==> src/design/nsc_pkg.sv <==
// Shared types, character codes and lookup functions for the NMEA sentence checker.
package nsc_pkg;

  localparam logic [7:0] CH_DOLLAR = 8'h24;
  localparam logic [7:0] CH_STAR   = 8'h2A;
  localparam logic [7:0] CH_LF     = 8'h0A;
  localparam logic [7:0] CH_CR     = 8'h0D;

  localparam int unsigned MIN_SENT_LEN = 6;
  localparam int unsigned SUM_CHARS    = 2;

  typedef enum logic [2:0] {
    EV_GGA_OK   = 3'd0,
    EV_RMC_OK   = 3'd1,
    EV_SUM_FAIL = 3'd2,
    EV_OTHER    = 3'd3,
    EV_OVERFLOW = 3'd4,
    EV_LINE_ERR = 3'd5
  } evt_t;

  typedef struct packed {
    evt_t       ev;
    logic [8:0] len;
    logic [7:0] csum;
    logic [7:0] rsum;
    logic       last;
  } res_t;

  typedef struct packed {
    logic v0;
    logic v1;
    res_t r0;
    res_t r1;
  } step_t;

  typedef struct packed {
    logic       ok;
    logic [3:0] val;
  } hex_t;

  function automatic logic [7:0] gga_char(input logic [2:0] i);
    logic [7:0] c;
    case (i)
      3'd0:    c = 8'h24;
      3'd1:    c = 8'h47;
      3'd2:    c = 8'h50;
      3'd3:    c = 8'h47;
      3'd4:    c = 8'h47;
      3'd5:    c = 8'h41;
      default: c = 8'h00;
    endcase
    return c;
  endfunction

  function automatic logic [7:0] rmc_char(input logic [2:0] i);
    logic [7:0] c;
    case (i)
      3'd0:    c = 8'h24;
      3'd1:    c = 8'h47;
      3'd2:    c = 8'h50;
      3'd3:    c = 8'h52;
      3'd4:    c = 8'h4D;
      3'd5:    c = 8'h43;
      default: c = 8'h00;
    endcase
    return c;
  endfunction

  function automatic hex_t hex_digit(input logic [7:0] c);
    hex_t h;
    h.ok  = 1'b1;
    h.val = 4'd0;
    if (c >= 8'h30 && c <= 8'h39) begin
      h.val = 4'(c - 8'h30);
    end else if (c >= 8'h41 && c <= 8'h46) begin
      h.val = 4'(c - 8'h37);
    end else if (c >= 8'h61 && c <= 8'h66) begin
      h.val = 4'(c - 8'h57);
    end else begin
      h.ok = 1'b0;
    end
    return h;
  endfunction

endpackage

==> src/design/nsc_framer.sv <==
// Sentence framer: checksum, type match and event generation for one byte per cycle while adv is high.
module nsc_framer
  import nsc_pkg::*;
#(
  parameter int MAX_LEN = 511
) (
  input  logic       clk,
  input  logic       rst_n,
  input  logic       adv,
  input  logic [7:0] rx_byte,
  input  logic       byte_present,
  input  logic       line_error,
  output step_t      step
);

  localparam int CNT_W = $clog2(MAX_LEN + 1);

  logic [CNT_W-1:0] cnt_r, cnt_nxt;
  logic [7:0]       xor_r, xor_nxt;
  logic             star_r, star_nxt;
  logic [1:0]       cas_r, cas_nxt;
  logic [7:0]       hv_r, hv_nxt;
  logic             hs_r, hs_nxt;
  logic             gm_r, gm_nxt;
  logic             rm_r, rm_nxt;

  logic             byte_v;
  res_t             byte_res;
  res_t             lerr_res;
  hex_t             hd;
  logic             sum_ok;

  always_comb begin
    cnt_nxt  = cnt_r;
    xor_nxt  = xor_r;
    star_nxt = star_r;
    cas_nxt  = cas_r;
    hv_nxt   = hv_r;
    hs_nxt   = hs_r;
    gm_nxt   = gm_r;
    rm_nxt   = rm_r;
    byte_v   = 1'b0;
    byte_res = '{ev: EV_OTHER, len: 9'(cnt_r), csum: 8'd0, rsum: 8'd0, last: 1'b0};
    hd       = hex_digit(rx_byte);
    sum_ok   = star_r && (cas_r >= 2'(SUM_CHARS)) && (hv_r == xor_r);

    if (byte_present) begin
      if (cnt_r >= CNT_W'(MAX_LEN)) begin
        byte_v      = 1'b1;
        byte_res.ev = EV_OVERFLOW;
        cnt_nxt  = '0;
        xor_nxt  = 8'd0;
        star_nxt = 1'b0;
        cas_nxt  = 2'd0;
        hv_nxt   = 8'd0;
        hs_nxt   = 1'b0;
        gm_nxt   = 1'b1;
        rm_nxt   = 1'b1;
      end else if (rx_byte == CH_DOLLAR) begin
        cnt_nxt  = CNT_W'(1);
        xor_nxt  = 8'd0;
        star_nxt = 1'b0;
        cas_nxt  = 2'd0;
        hv_nxt   = 8'd0;
        hs_nxt   = 1'b0;
        gm_nxt   = 1'b1;
        rm_nxt   = 1'b1;
      end else if (rx_byte == CH_LF && cnt_r != '0) begin
        if (cnt_r >= CNT_W'(MIN_SENT_LEN)) begin
          byte_v        = 1'b1;
          byte_res.csum = xor_r;
          byte_res.rsum = hv_r;
          if (gm_r || rm_r) begin
            byte_res.ev = !sum_ok ? EV_SUM_FAIL : (gm_r ? EV_GGA_OK : EV_RMC_OK);
          end else begin
            byte_res.ev = EV_OTHER;
          end
        end
        cnt_nxt  = '0;
        xor_nxt  = 8'd0;
        star_nxt = 1'b0;
        cas_nxt  = 2'd0;
        hv_nxt   = 8'd0;
        hs_nxt   = 1'b0;
        gm_nxt   = 1'b1;
        rm_nxt   = 1'b1;
      end else if (rx_byte != CH_CR && cnt_r != '0) begin
        if (cnt_r < CNT_W'(MIN_SENT_LEN)) begin
          if (rx_byte != gga_char(cnt_r[2:0])) gm_nxt = 1'b0;
          if (rx_byte != rmc_char(cnt_r[2:0])) rm_nxt = 1'b0;
        end
        if (star_r) begin
          if (cas_r < 2'(SUM_CHARS)) begin
            if (!hs_r && hd.ok) begin
              hv_nxt = {hv_r[3:0], hd.val};
            end else begin
              hs_nxt = 1'b1;
            end
            cas_nxt = cas_r + 2'd1;
          end
        end else if (rx_byte == CH_STAR) begin
          star_nxt = 1'b1;
        end else begin
          xor_nxt = xor_r ^ rx_byte;
        end
        cnt_nxt = cnt_r + CNT_W'(1);
      end
    end

    lerr_res = '{ev: EV_LINE_ERR, len: 9'(cnt_nxt), csum: 8'd0, rsum: 8'd0, last: 1'b1};
    if (line_error) begin
      cnt_nxt  = '0;
      xor_nxt  = 8'd0;
      star_nxt = 1'b0;
      cas_nxt  = 2'd0;
      hv_nxt   = 8'd0;
      hs_nxt   = 1'b0;
      gm_nxt   = 1'b1;
      rm_nxt   = 1'b1;
    end

    step.v0 = byte_v || line_error;
    step.v1 = byte_v && line_error;
    step.r1 = lerr_res;
    if (byte_v) begin
      step.r0      = byte_res;
      step.r0.last = !line_error;
    end else begin
      step.r0 = lerr_res;
    end
  end

  always_ff @(posedge clk) begin
    if (!rst_n) begin
      cnt_r  <= '0;
      xor_r  <= 8'd0;
      star_r <= 1'b0;
      cas_r  <= 2'd0;
      hv_r   <= 8'd0;
      hs_r   <= 1'b0;
      gm_r   <= 1'b1;
      rm_r   <= 1'b1;
    end else if (adv) begin
      cnt_r  <= cnt_nxt;
      xor_r  <= xor_nxt;
      star_r <= star_nxt;
      cas_r  <= cas_nxt;
      hv_r   <= hv_nxt;
      hs_r   <= hs_nxt;
      gm_r   <= gm_nxt;
      rm_r   <= rm_nxt;
    end
  end

`ifndef SYNTHESIS
  a_cnt_bound: assert property (@(posedge clk) disable iff (!rst_n)
    cnt_r <= CNT_W'(MAX_LEN))
    else $error("stored count beyond buffer limit");

  a_cas_bound: assert property (@(posedge clk) disable iff (!rst_n)
    cas_r <= 2'(SUM_CHARS))
    else $error("checksum character count beyond two");

  a_hex_after_star: assert property (@(posedge clk) disable iff (!rst_n)
    (cas_r != 2'd0 || hs_r) |-> star_r)
    else $error("checksum digits tracked without a star");
`endif

endmodule

==> config.mk <==
export PLATFORM = sky130hd
export DESIGN_NAME = nsc_framer
export DESIGN_NICKNAME = d
export VERILOG_FILES = /design/src/design/nsc_pkg.sv /design/src/design/nsc_framer.sv
export SDC_FILE = /design/constraint.sdc
export NUM_CORES = 1
export LEC_CHECK = 0
export BUFFER_PORTS_ARGS = -buffer_cell sky130_fd_sc_hd__buf_2
export CAP_MARGIN = 20
export CORE_MARGIN = 10
export CORE_UTILIZATION = 29
export CTS_BUF_LIST = sky130_fd_sc_hd__clkbuf_2
export DETAILED_ROUTE_END_ITERATION = 8
export PLACE_DENSITY_LB_ADDON = 0.12
export SLEW_MARGIN = 20
export SYNTH_ARGS = -nofsm -noshare
export SYNTH_HDL_FRONTEND = slang
export SYNTH_SLANG_ARGS = --single-unit
==> constraint.sdc <==
create_clock -name clk -period 4.3 [get_ports clk]
set_input_delay 0.43 -clock clk [delete_from_list [all_inputs] [get_ports clk]]
set_output_delay 0.43 -clock clk [all_outputs]
set_load 0.03 [all_outputs]
# Word-level counts from Yosys, hierarchy flattened
# Cells that the tools add are included.
# word_totals
ff_bits	31
word_cells	174
# op_classes
n_addsub	5
n_lt_le_gt_ge	11
n_eq_ne	15
n_mux	103
bitwise	1
n_reduce_logical	31
# ops
operator	count
$mux 8	29
$mux 16	5
$mux 9	6
$mux 1	42
$pmux 7 s6	1
$reduce_bool 5->1	7
$mux 29	1
$pmux 7 s4	1
$mux 2	13
$reduce_and 5->1	4
$eq 8x6->1 const B	2
$ge 8x7->1 const B	2
$le 8x7->1 const B	2
$ne 8x8->1	2
$mux 4	3
$reduce_and 6->1	2
$ne 5x5->1 const B	2
$add 9x1->9 const B	1
$ge 9x3->1 const B	1
$ge 9x9->1 const B	1
$logic_and 1x1->1	9
$lt 9x3->1 const B	1
$reduce_bool 9->1	1
$eq 8x4->1 const B	1
other kinds (21)	27

# Depth between registers and ports, before layout
# Gate-level depths: netlist of run 1.
# logic_depth
depth_word	18
mapped_depth	11
mapped_depth_nobuf	9

# Worst setup path after synthesis of run 1
# OpenSTA, ideal clock, no wires.
# synth_path
path_kind	reg2out
start	register cnt_r[1]
end	output step[54] (netlist name)
arrival_time_ns	2.772
t_required_ns	3.870
path_slack_ns	1.098
stages_incl_launch_ff	11
n_path_buf	1
path_cell_list	dfxtp_1 -> ha_1 -> and3_1 -> and3_1 -> ha_1 -> a31oi_1 -> o211ai_4 -> and2_1 -> buf_4 -> a21oi_1 -> a21o_1
# synth_rtl
item	line_no	rtl
start, declared	nsc_framer.sv:18	logic [CNT_W-1:0] cnt_r, cnt_nxt;
start signal, assigned	nsc_framer.sv:144	cnt_r <= cnt_nxt;
end, declared	nsc_framer.sv:13	output step_t step

==> results.ini, run 1 <==
[status]
outcome = complete, no violations

[setup_path]
max_stage_delay_ns = 0.47
crit_chain = ha_1 -> and3_1 -> and3_1 -> ha_1 -> a31oi_1 -> o211ai_4 -> and2_1 -> or3_1 -> o21ai_0 -> buf_2
startpoint = cnt_r[0]$_SDFFE_PN0P_
critPathBufInv = 1
reg2regPathDepth = 9
crit_type = reg -> out
cp-start-kind = flip-flop
worst_path_dominant_cell_family = simple AND/OR/NAND/NOR gates
cp.required_ns = 3.87
critPathMaxFanout = 18
r2r_slack_ns = 1.13
cp.arrival_ns = 3.45
endpoint_kind = output pin
r2r_start = cnt_r[0]$_SDFFE_PN0P_
r2r-end = rm_r$_SDFFE_PN1P_
worst_path_max_delay_cell = dfxtp_1

[yosys]
async_flop_share_pct = 0
synth_compound_area_share_pct = 20.9
synth_simple_gate_area_share_pct = 31.1
syn-mean-instance-area_um2 = 7.60
synthFlopType = dfxtp_1
synthTopCellsByArea = dfxtp_1 21%, ha_1 6.8%, buf_4 5.8%, xnor2_1 5.0%, and2_1 4.7%
netlist_area_um2 = 2960
yosysTopAreaCellShare_pct = 21.0
synth_area_leader_cell = dfxtp_1
synth_top_family_by_area = simple AND/OR/NAND/NOR gates
synth_common_cells = 36 x nor2_1, 34 x nand2_1, 31 x dfxtp_1
synth.yosys.seq_area_share_pct = 21.0
yosys.cell_types.count = 66
synth_edf_count = 0
synth.most_common_cell = nor2_1
synth-xor-area-share_pct = 8.29
ys_seq_elements = 31
yosys_warnings = 0
muxShareOfSynthArea_pct = 1.06
synthAdderAreaFrac_pct = 6.77
syn-instance-count = 389

[route]
antenna_left = 0
first_pass_iters = 6
wl_per_cell_um = 16.6
routed_wl_um = 9240
avgViaCountPerCell = 5.07
via_count = 2831
drtIter0Drc = 192
drc = 0

[floorplan]
fp.dieH_um = 121
rows = 36
initial_core_util_pct = 30.0
dieArea_um2 = 14600
core_area_um2 = 9860
fp.dieW_um = 121
io_pins = 73

[grt]
grtUsageTotal_pct = 12.3
grt_overflow = 0
antenna_found_initial = 1
first_global_vias = 2743
grt_first_pass_wirelength_um = 14700
grt_max_degree = 19

[clock_network]
path_clk_slew_ns = 0.20
cts_root_buffer = clkbuf_2
post_cts_resized = 0
ctsHoldBuffers = 0
clk_latency_ns = 0.40
cts_inserted_buffers = 5
cts_setup_buffers = 0
cts_sinks = 31
htree_levels = 2
cts_tree = built
clock_path_buffers = 2

[timing]
period_share_pct = 90.3
rsz0062_at_grt = false
fin_tns_setup_ns = 0
timing.fmax_mhz = 258
setup_violations = 0
slew_viol_final = 0
hold_violations = 0
skew_ns = 0.0281
slew_headroom_pct = 48.9
fin_crit_ns = 3.88
tightest_slew_ns = 0.761

[place]
placed_area_um2 = 3180
gp_congestion = 0.863
place_hpwl_um = 7360
io_buffers = 52

[layout]
area_delta_synth_final_pct = 9.90
nNetsFinal = 452
design_area_um2 = 3250
drive_gt1_share_pct = 18.2
fill_cells = 1081

[min_path]
hold_path_class = in -> reg
min_from = rst_n
hold_depth = 2
worstHoldEndpoint = cas_r[0]$_SDFFE_PN0P_

[pwr]
peakVddDrop_mv = 0.0878
power_density_nw_per_um2 = 198
p_leak_nw = 1.39

[job]
drv_cap = 0

==> report_power, final <==
group	leakage, nW	switching, mW	total (mW)	internal [mW]
logic	1.10	0.0979	0.134	0.0358
clock network	0.0404	0.115	0.210	0.0956
registers	0.250	0.00729	0.299	0.292
total	1.39	0.220	0.643	0.423
==> flip-flops by register name, summed over array words and instances, names as in the netlist <==
| signal | count |
|---|---|
| cas_r | 2 |
| cnt_r | 9 |
| gm_r | 1 |
| hs_r | 1 |
| hv_r | 8 |
| rm_r | 1 |
| star_r | 1 |
| xor_r | 8 |
==> cells by family after synthesis <==
family,after synthesis
adders and majority gates,16
DFF,31
other,2
xor gates and xnor gates,28
AOI/OAI and AO/OA,87
and+or+nand+nor,166
buffers and inverters,56
muxes,3
==> area by class of cell <==
| type | instances | area, µm² | share of cell area (%) |
|---|---|---|---|
| inverters | 13 | 48.8 | 1.50 |
| well taps | 133 | 166 | 5.12 |
| multi-input cells | 320 | 2090 | 64.2 |
| flip-flops and latches | 31 | 621 | 19.1 |
| repair buffers | 52 | 260 | 8.01 |
| clock inverters | 3 | 38.8 | 1.19 |
| clock buffers | 5 | 25.0 | 0.770 |
| diodes | 1 | 2.50 | 0.0770 |
==> worst max path at each step <==
stage / to / slack (ns) / cells past startpoint
after floorplan: step[54] / 1.10 / 10
after global routing: step[51] / 0.12 / 10
final: step[51] / 0.42 / 10
after global placement: step[51] / 0.95 / 10
after CTS: step[51] / 0.41 / 10
after detailed placement: step[51] / 0.89 / 10
==> metal layers <==
metal / vias to the layer above / GRT usage [%] / part of all wire [%]
met5: - / 0 / 0
met4: 0 / 4.15 / 1.7
met3: 10 / 2.28 / 5.1
met2: 73 / 19.5 / 45
met1: 1330 / 16.4 / 48
li1: 1418 / - / -
==> per-stage QoR <==
stage | util [%] | setup slack [ns] | std cells | power [mW] | hold slack, ns
2_1_floorplan | - | 1.10 | 407 | 0.420 | 0.452
5_1_grt | 32.9 | 0.122 | 558 | 0.673 | 0.364
3_3_place_gp | 32.3 | 0.946 | 549 | 0.438 | 0.464
4_1_cts | 32.9 | 0.411 | 557 | 0.649 | 0.359
3_5_place_dp | 32.3 | 0.891 | 549 | 0.438 | 0.475
6_report | 32.9 | 0.418 | 558 | 0.643 | 0.381
==> placed cells by master, fill, tap and decap left out, types with 3 or more instances in the layout <==
master     count
buf_2         52
nor2_1        36
nand2_1       34
dfxtp_1       31
and2_1        22
conb_1        20
a21oi_1       18
xnor2_1       17
o21ai_0       16
ha_1          16
nand4_1       15
inv_1         12
nand3_1       11
xor2_1        11
a31oi_1       10
nor2b_1        7
a32o_1         7
and3_1         6
nor4_1         6
nor3_1         5
o31ai_1        5
clkbuf_2       5
a21o_1         4
and4_1         3
or3_1          3
o2bb2ai_1      3
nand2b_1       3
(Power assumes the default switching activity.)
==> run 2, diff against run 1 <==
Settings changed: CTS_BUF_LIST sky130_fd_sc_hd__clkbuf_2 to sky130_fd_sc_hd__clkbuf_4 sky130_fd_sc_hd__clkbuf_8.
==> run 2 against run 1 <==
Effect of this change: first-iteration DRC count rose by 11%; combinational power barely moved; final cell count fell by 0.18%; sequential cell count did not move; routed wire length rose by 0.36%; count of clock-buffer cells in the layout rose by 1; total power rose by 15%; clock skew fell by 0.022 ns; die area did not move; utilization rose by 0.52 points; via count fell by 0.25%; critical path type unchanged; critical endpoint unchanged; largest power group is now the clock network.
==> results.ini, run 2 (synthesis gave the netlist of run 1 again) <==
[status]
outcome = complete, no violations

[route]
wl_per_cell_um = 16.6  ; +0.54%
drtIter0Drc = 214  ; +11%
via_count = 2824  ; -0.25%
antenna_left = 0  ; unchanged
drc = 0  ; unchanged
first_pass_iters = 5  ; -1
avgViaCountPerCell = 5.07  ; about the same
routed_wl_um = 9270  ; +0.36%

[clock_network]
cts_tree = built
cts_sinks = 31  ; unchanged
cts_setup_buffers = 0  ; unchanged
ctsHoldBuffers = 0  ; unchanged
path_clk_slew_ns = 0.07  ; -0.13 ns
clk_latency_ns = 0.29  ; -0.11 ns
htree_levels = 2  ; unchanged
post_cts_resized = 0  ; unchanged
clock_path_buffers = 2  ; unchanged
cts_inserted_buffers = 5  ; unchanged
cts_root_buffer = clkbuf_8

[setup_path]
cp-start-kind = flip-flop
crit_type = reg -> out
critPathMaxFanout = 18  ; unchanged
endpoint_kind = output pin
cp.required_ns = 3.87  ; about the same
cp.arrival_ns = 3.31  ; -0.14 ns

[layout]
fin_util_pct = 33.5  ; +0.52 points
post_layout_nonfiller_instances = 557  ; -0.18%
fill_cells = 1078  ; -0.28%
nNetsFinal = 452  ; unchanged
reg_top3 = cnt_r (9), hv_r (8), xor_r (8)
layout_common_cells = 52 x buf_2, 36 x nor2_1, 34 x nand2_1
drive_gt1_share_pct = 18.4  ; +0.24 points
largest_reg_flops = 9  ; unchanged
area_delta_synth_final_pct = 11.6
design_area_um2 = 3300  ; +1.6%
diodes = 0  ; -1
layout_commonest_cell = buf_2
top_register = cnt_r

[pwr]
peakVddDrop_mv = 0.125  ; +43%
power_switching_mw = 0.225  ; +2.2%
switching_share_pct = 30.4  ; -3.8 points
clkPwrFrac_pct = 41.5  ; +8.8 points
p_leak_nw = 1.41  ; +1.5%
power_density_nw_per_um2 = 224  ; +13%
total_power_mw = 0.739  ; +15%
p_seq_share_pct = 40.4  ; -6.1 points
p_int_mw = 0.515  ; +22%
comb_power_share_pct = 18.1  ; -2.7 points

[grt]
grt_max_degree = 19  ; unchanged
grt_first_pass_wirelength_um = 14600  ; about the same
antenna_found_initial = 0  ; -1
grt_busiest_layer = met2
grt_overflow = 0  ; unchanged
grtUsageTotal_pct = 12.3  ; about the same
globalRouteMet3Util_pct = 2.28  ; unchanged
grt_util_met1_pct = 16.4  ; unchanged
first_global_vias = 2726  ; -0.62%
grt_use_met2_pct = 19.6  ; +0.10 points

[timing]
slew_viol_final = 0  ; unchanged
fin_crit_ns = 3.74  ; -0.142 ns
tightest_slew_ns = 0.769  ; +0.00859 ns
period_share_pct = 87.0  ; -3.3 points
skew_ns = 0.00578  ; -0.0223 ns
fin_tns_setup_ns = 0  ; unchanged
slew_headroom_pct = 48.3  ; -0.58 points
rsz0062_at_grt = false
whs_ns = 0.490  ; +0.109 ns
setup_violations = 0  ; unchanged
layout_setup_ws_ns = 0.560  ; +0.142 ns
timing.fmax_mhz = 267  ; +3.8%
hold_violations = 0  ; unchanged

[floorplan]
core_area_um2 = 9860  ; unchanged
fp.dieH_um = 121  ; unchanged
initial_core_util_pct = 30.0  ; unchanged
dieArea_um2 = 14600  ; unchanged
rows = 36  ; unchanged
fp.dieW_um = 121  ; unchanged
io_pins = 73  ; unchanged

[job]
drv_cap = 0  ; unchanged

[min_path]
hold_path_class = reg -> reg

[place]
io_buffers = 52  ; unchanged
gp_congestion = 0.863  ; unchanged
dp_slack_ns = 0.891  ; unchanged
placedCellCount = 549  ; unchanged
placed_area_um2 = 3180  ; unchanged
place_hpwl_um = 7360  ; unchanged

[run 2: cell types whose count changed in the layout (fill, tap and decap cells not counted), sizes merged]
cell    before  now
clkbuf       5    6
diode        1    0
clkinv       2    1
[run 2: critical path: stages (launching register included)]
cell      delay [ns]
dfxtp_1         0.43
ha_1            0.33
and3_1          0.26
and3_1          0.18
ha_1            0.19
a31oi_1         0.29
o211ai_4        0.27
and2_1          0.39
or3_1           0.39
o21ai_0         0.07
buf_2           0.21
[run 2: layout make-up]
type	instances	area (µm²)	share of cell area [%]
repair buffers	52	260	7.88
clock inverters	2	35.0	1.06
inverters	13	48.8	1.48
clock buffers	6	82.6	2.50
multi-input cells	320	2090	63.2
well taps	133	166	5.04
flip-flops and latches	31	621	18.8
[run 2: power groups by stage]
stage | sequential [mW] | combinational [mW] | clock, mW
floorplan | 0.302 | 0.118 | 0
global placement | 0.305 | 0.133 | 0
detailed placement | 0.305 | 0.132 | 0
CTS | 0.299 | 0.133 | 0.316
global route | 0.300 | 0.147 | 0.325
finish | 0.299 | 0.134 | 0.307
[run 2: final timing paths]
check | startpoint | cells past startpoint | endpoint | slack [ns]
worst max register to register | cnt_r[0]$_SDFFE_PN0P_ | 9 | rm_r$_SDFFE_PN1P_ | 1.12
worst max-delay path | cnt_r[0]$_SDFFE_PN0P_ | 10 | step[51] | 0.56
worst min-delay path | hs_r$_SDFFE_PN0P_ | 2 | hs_r$_SDFFE_PN0P_ | 0.49
worst min register to register | hs_r$_SDFFE_PN0P_ | 2 | hs_r$_SDFFE_PN0P_ | 0.49
[run 2: layer usage]
layer / vias up / wire (µm)
met2: 79 / 4190
met1: 1323 / 4450
met3: 8 / 505
li1: 1414 / -
met5: - / 0
met4: 0 / 132
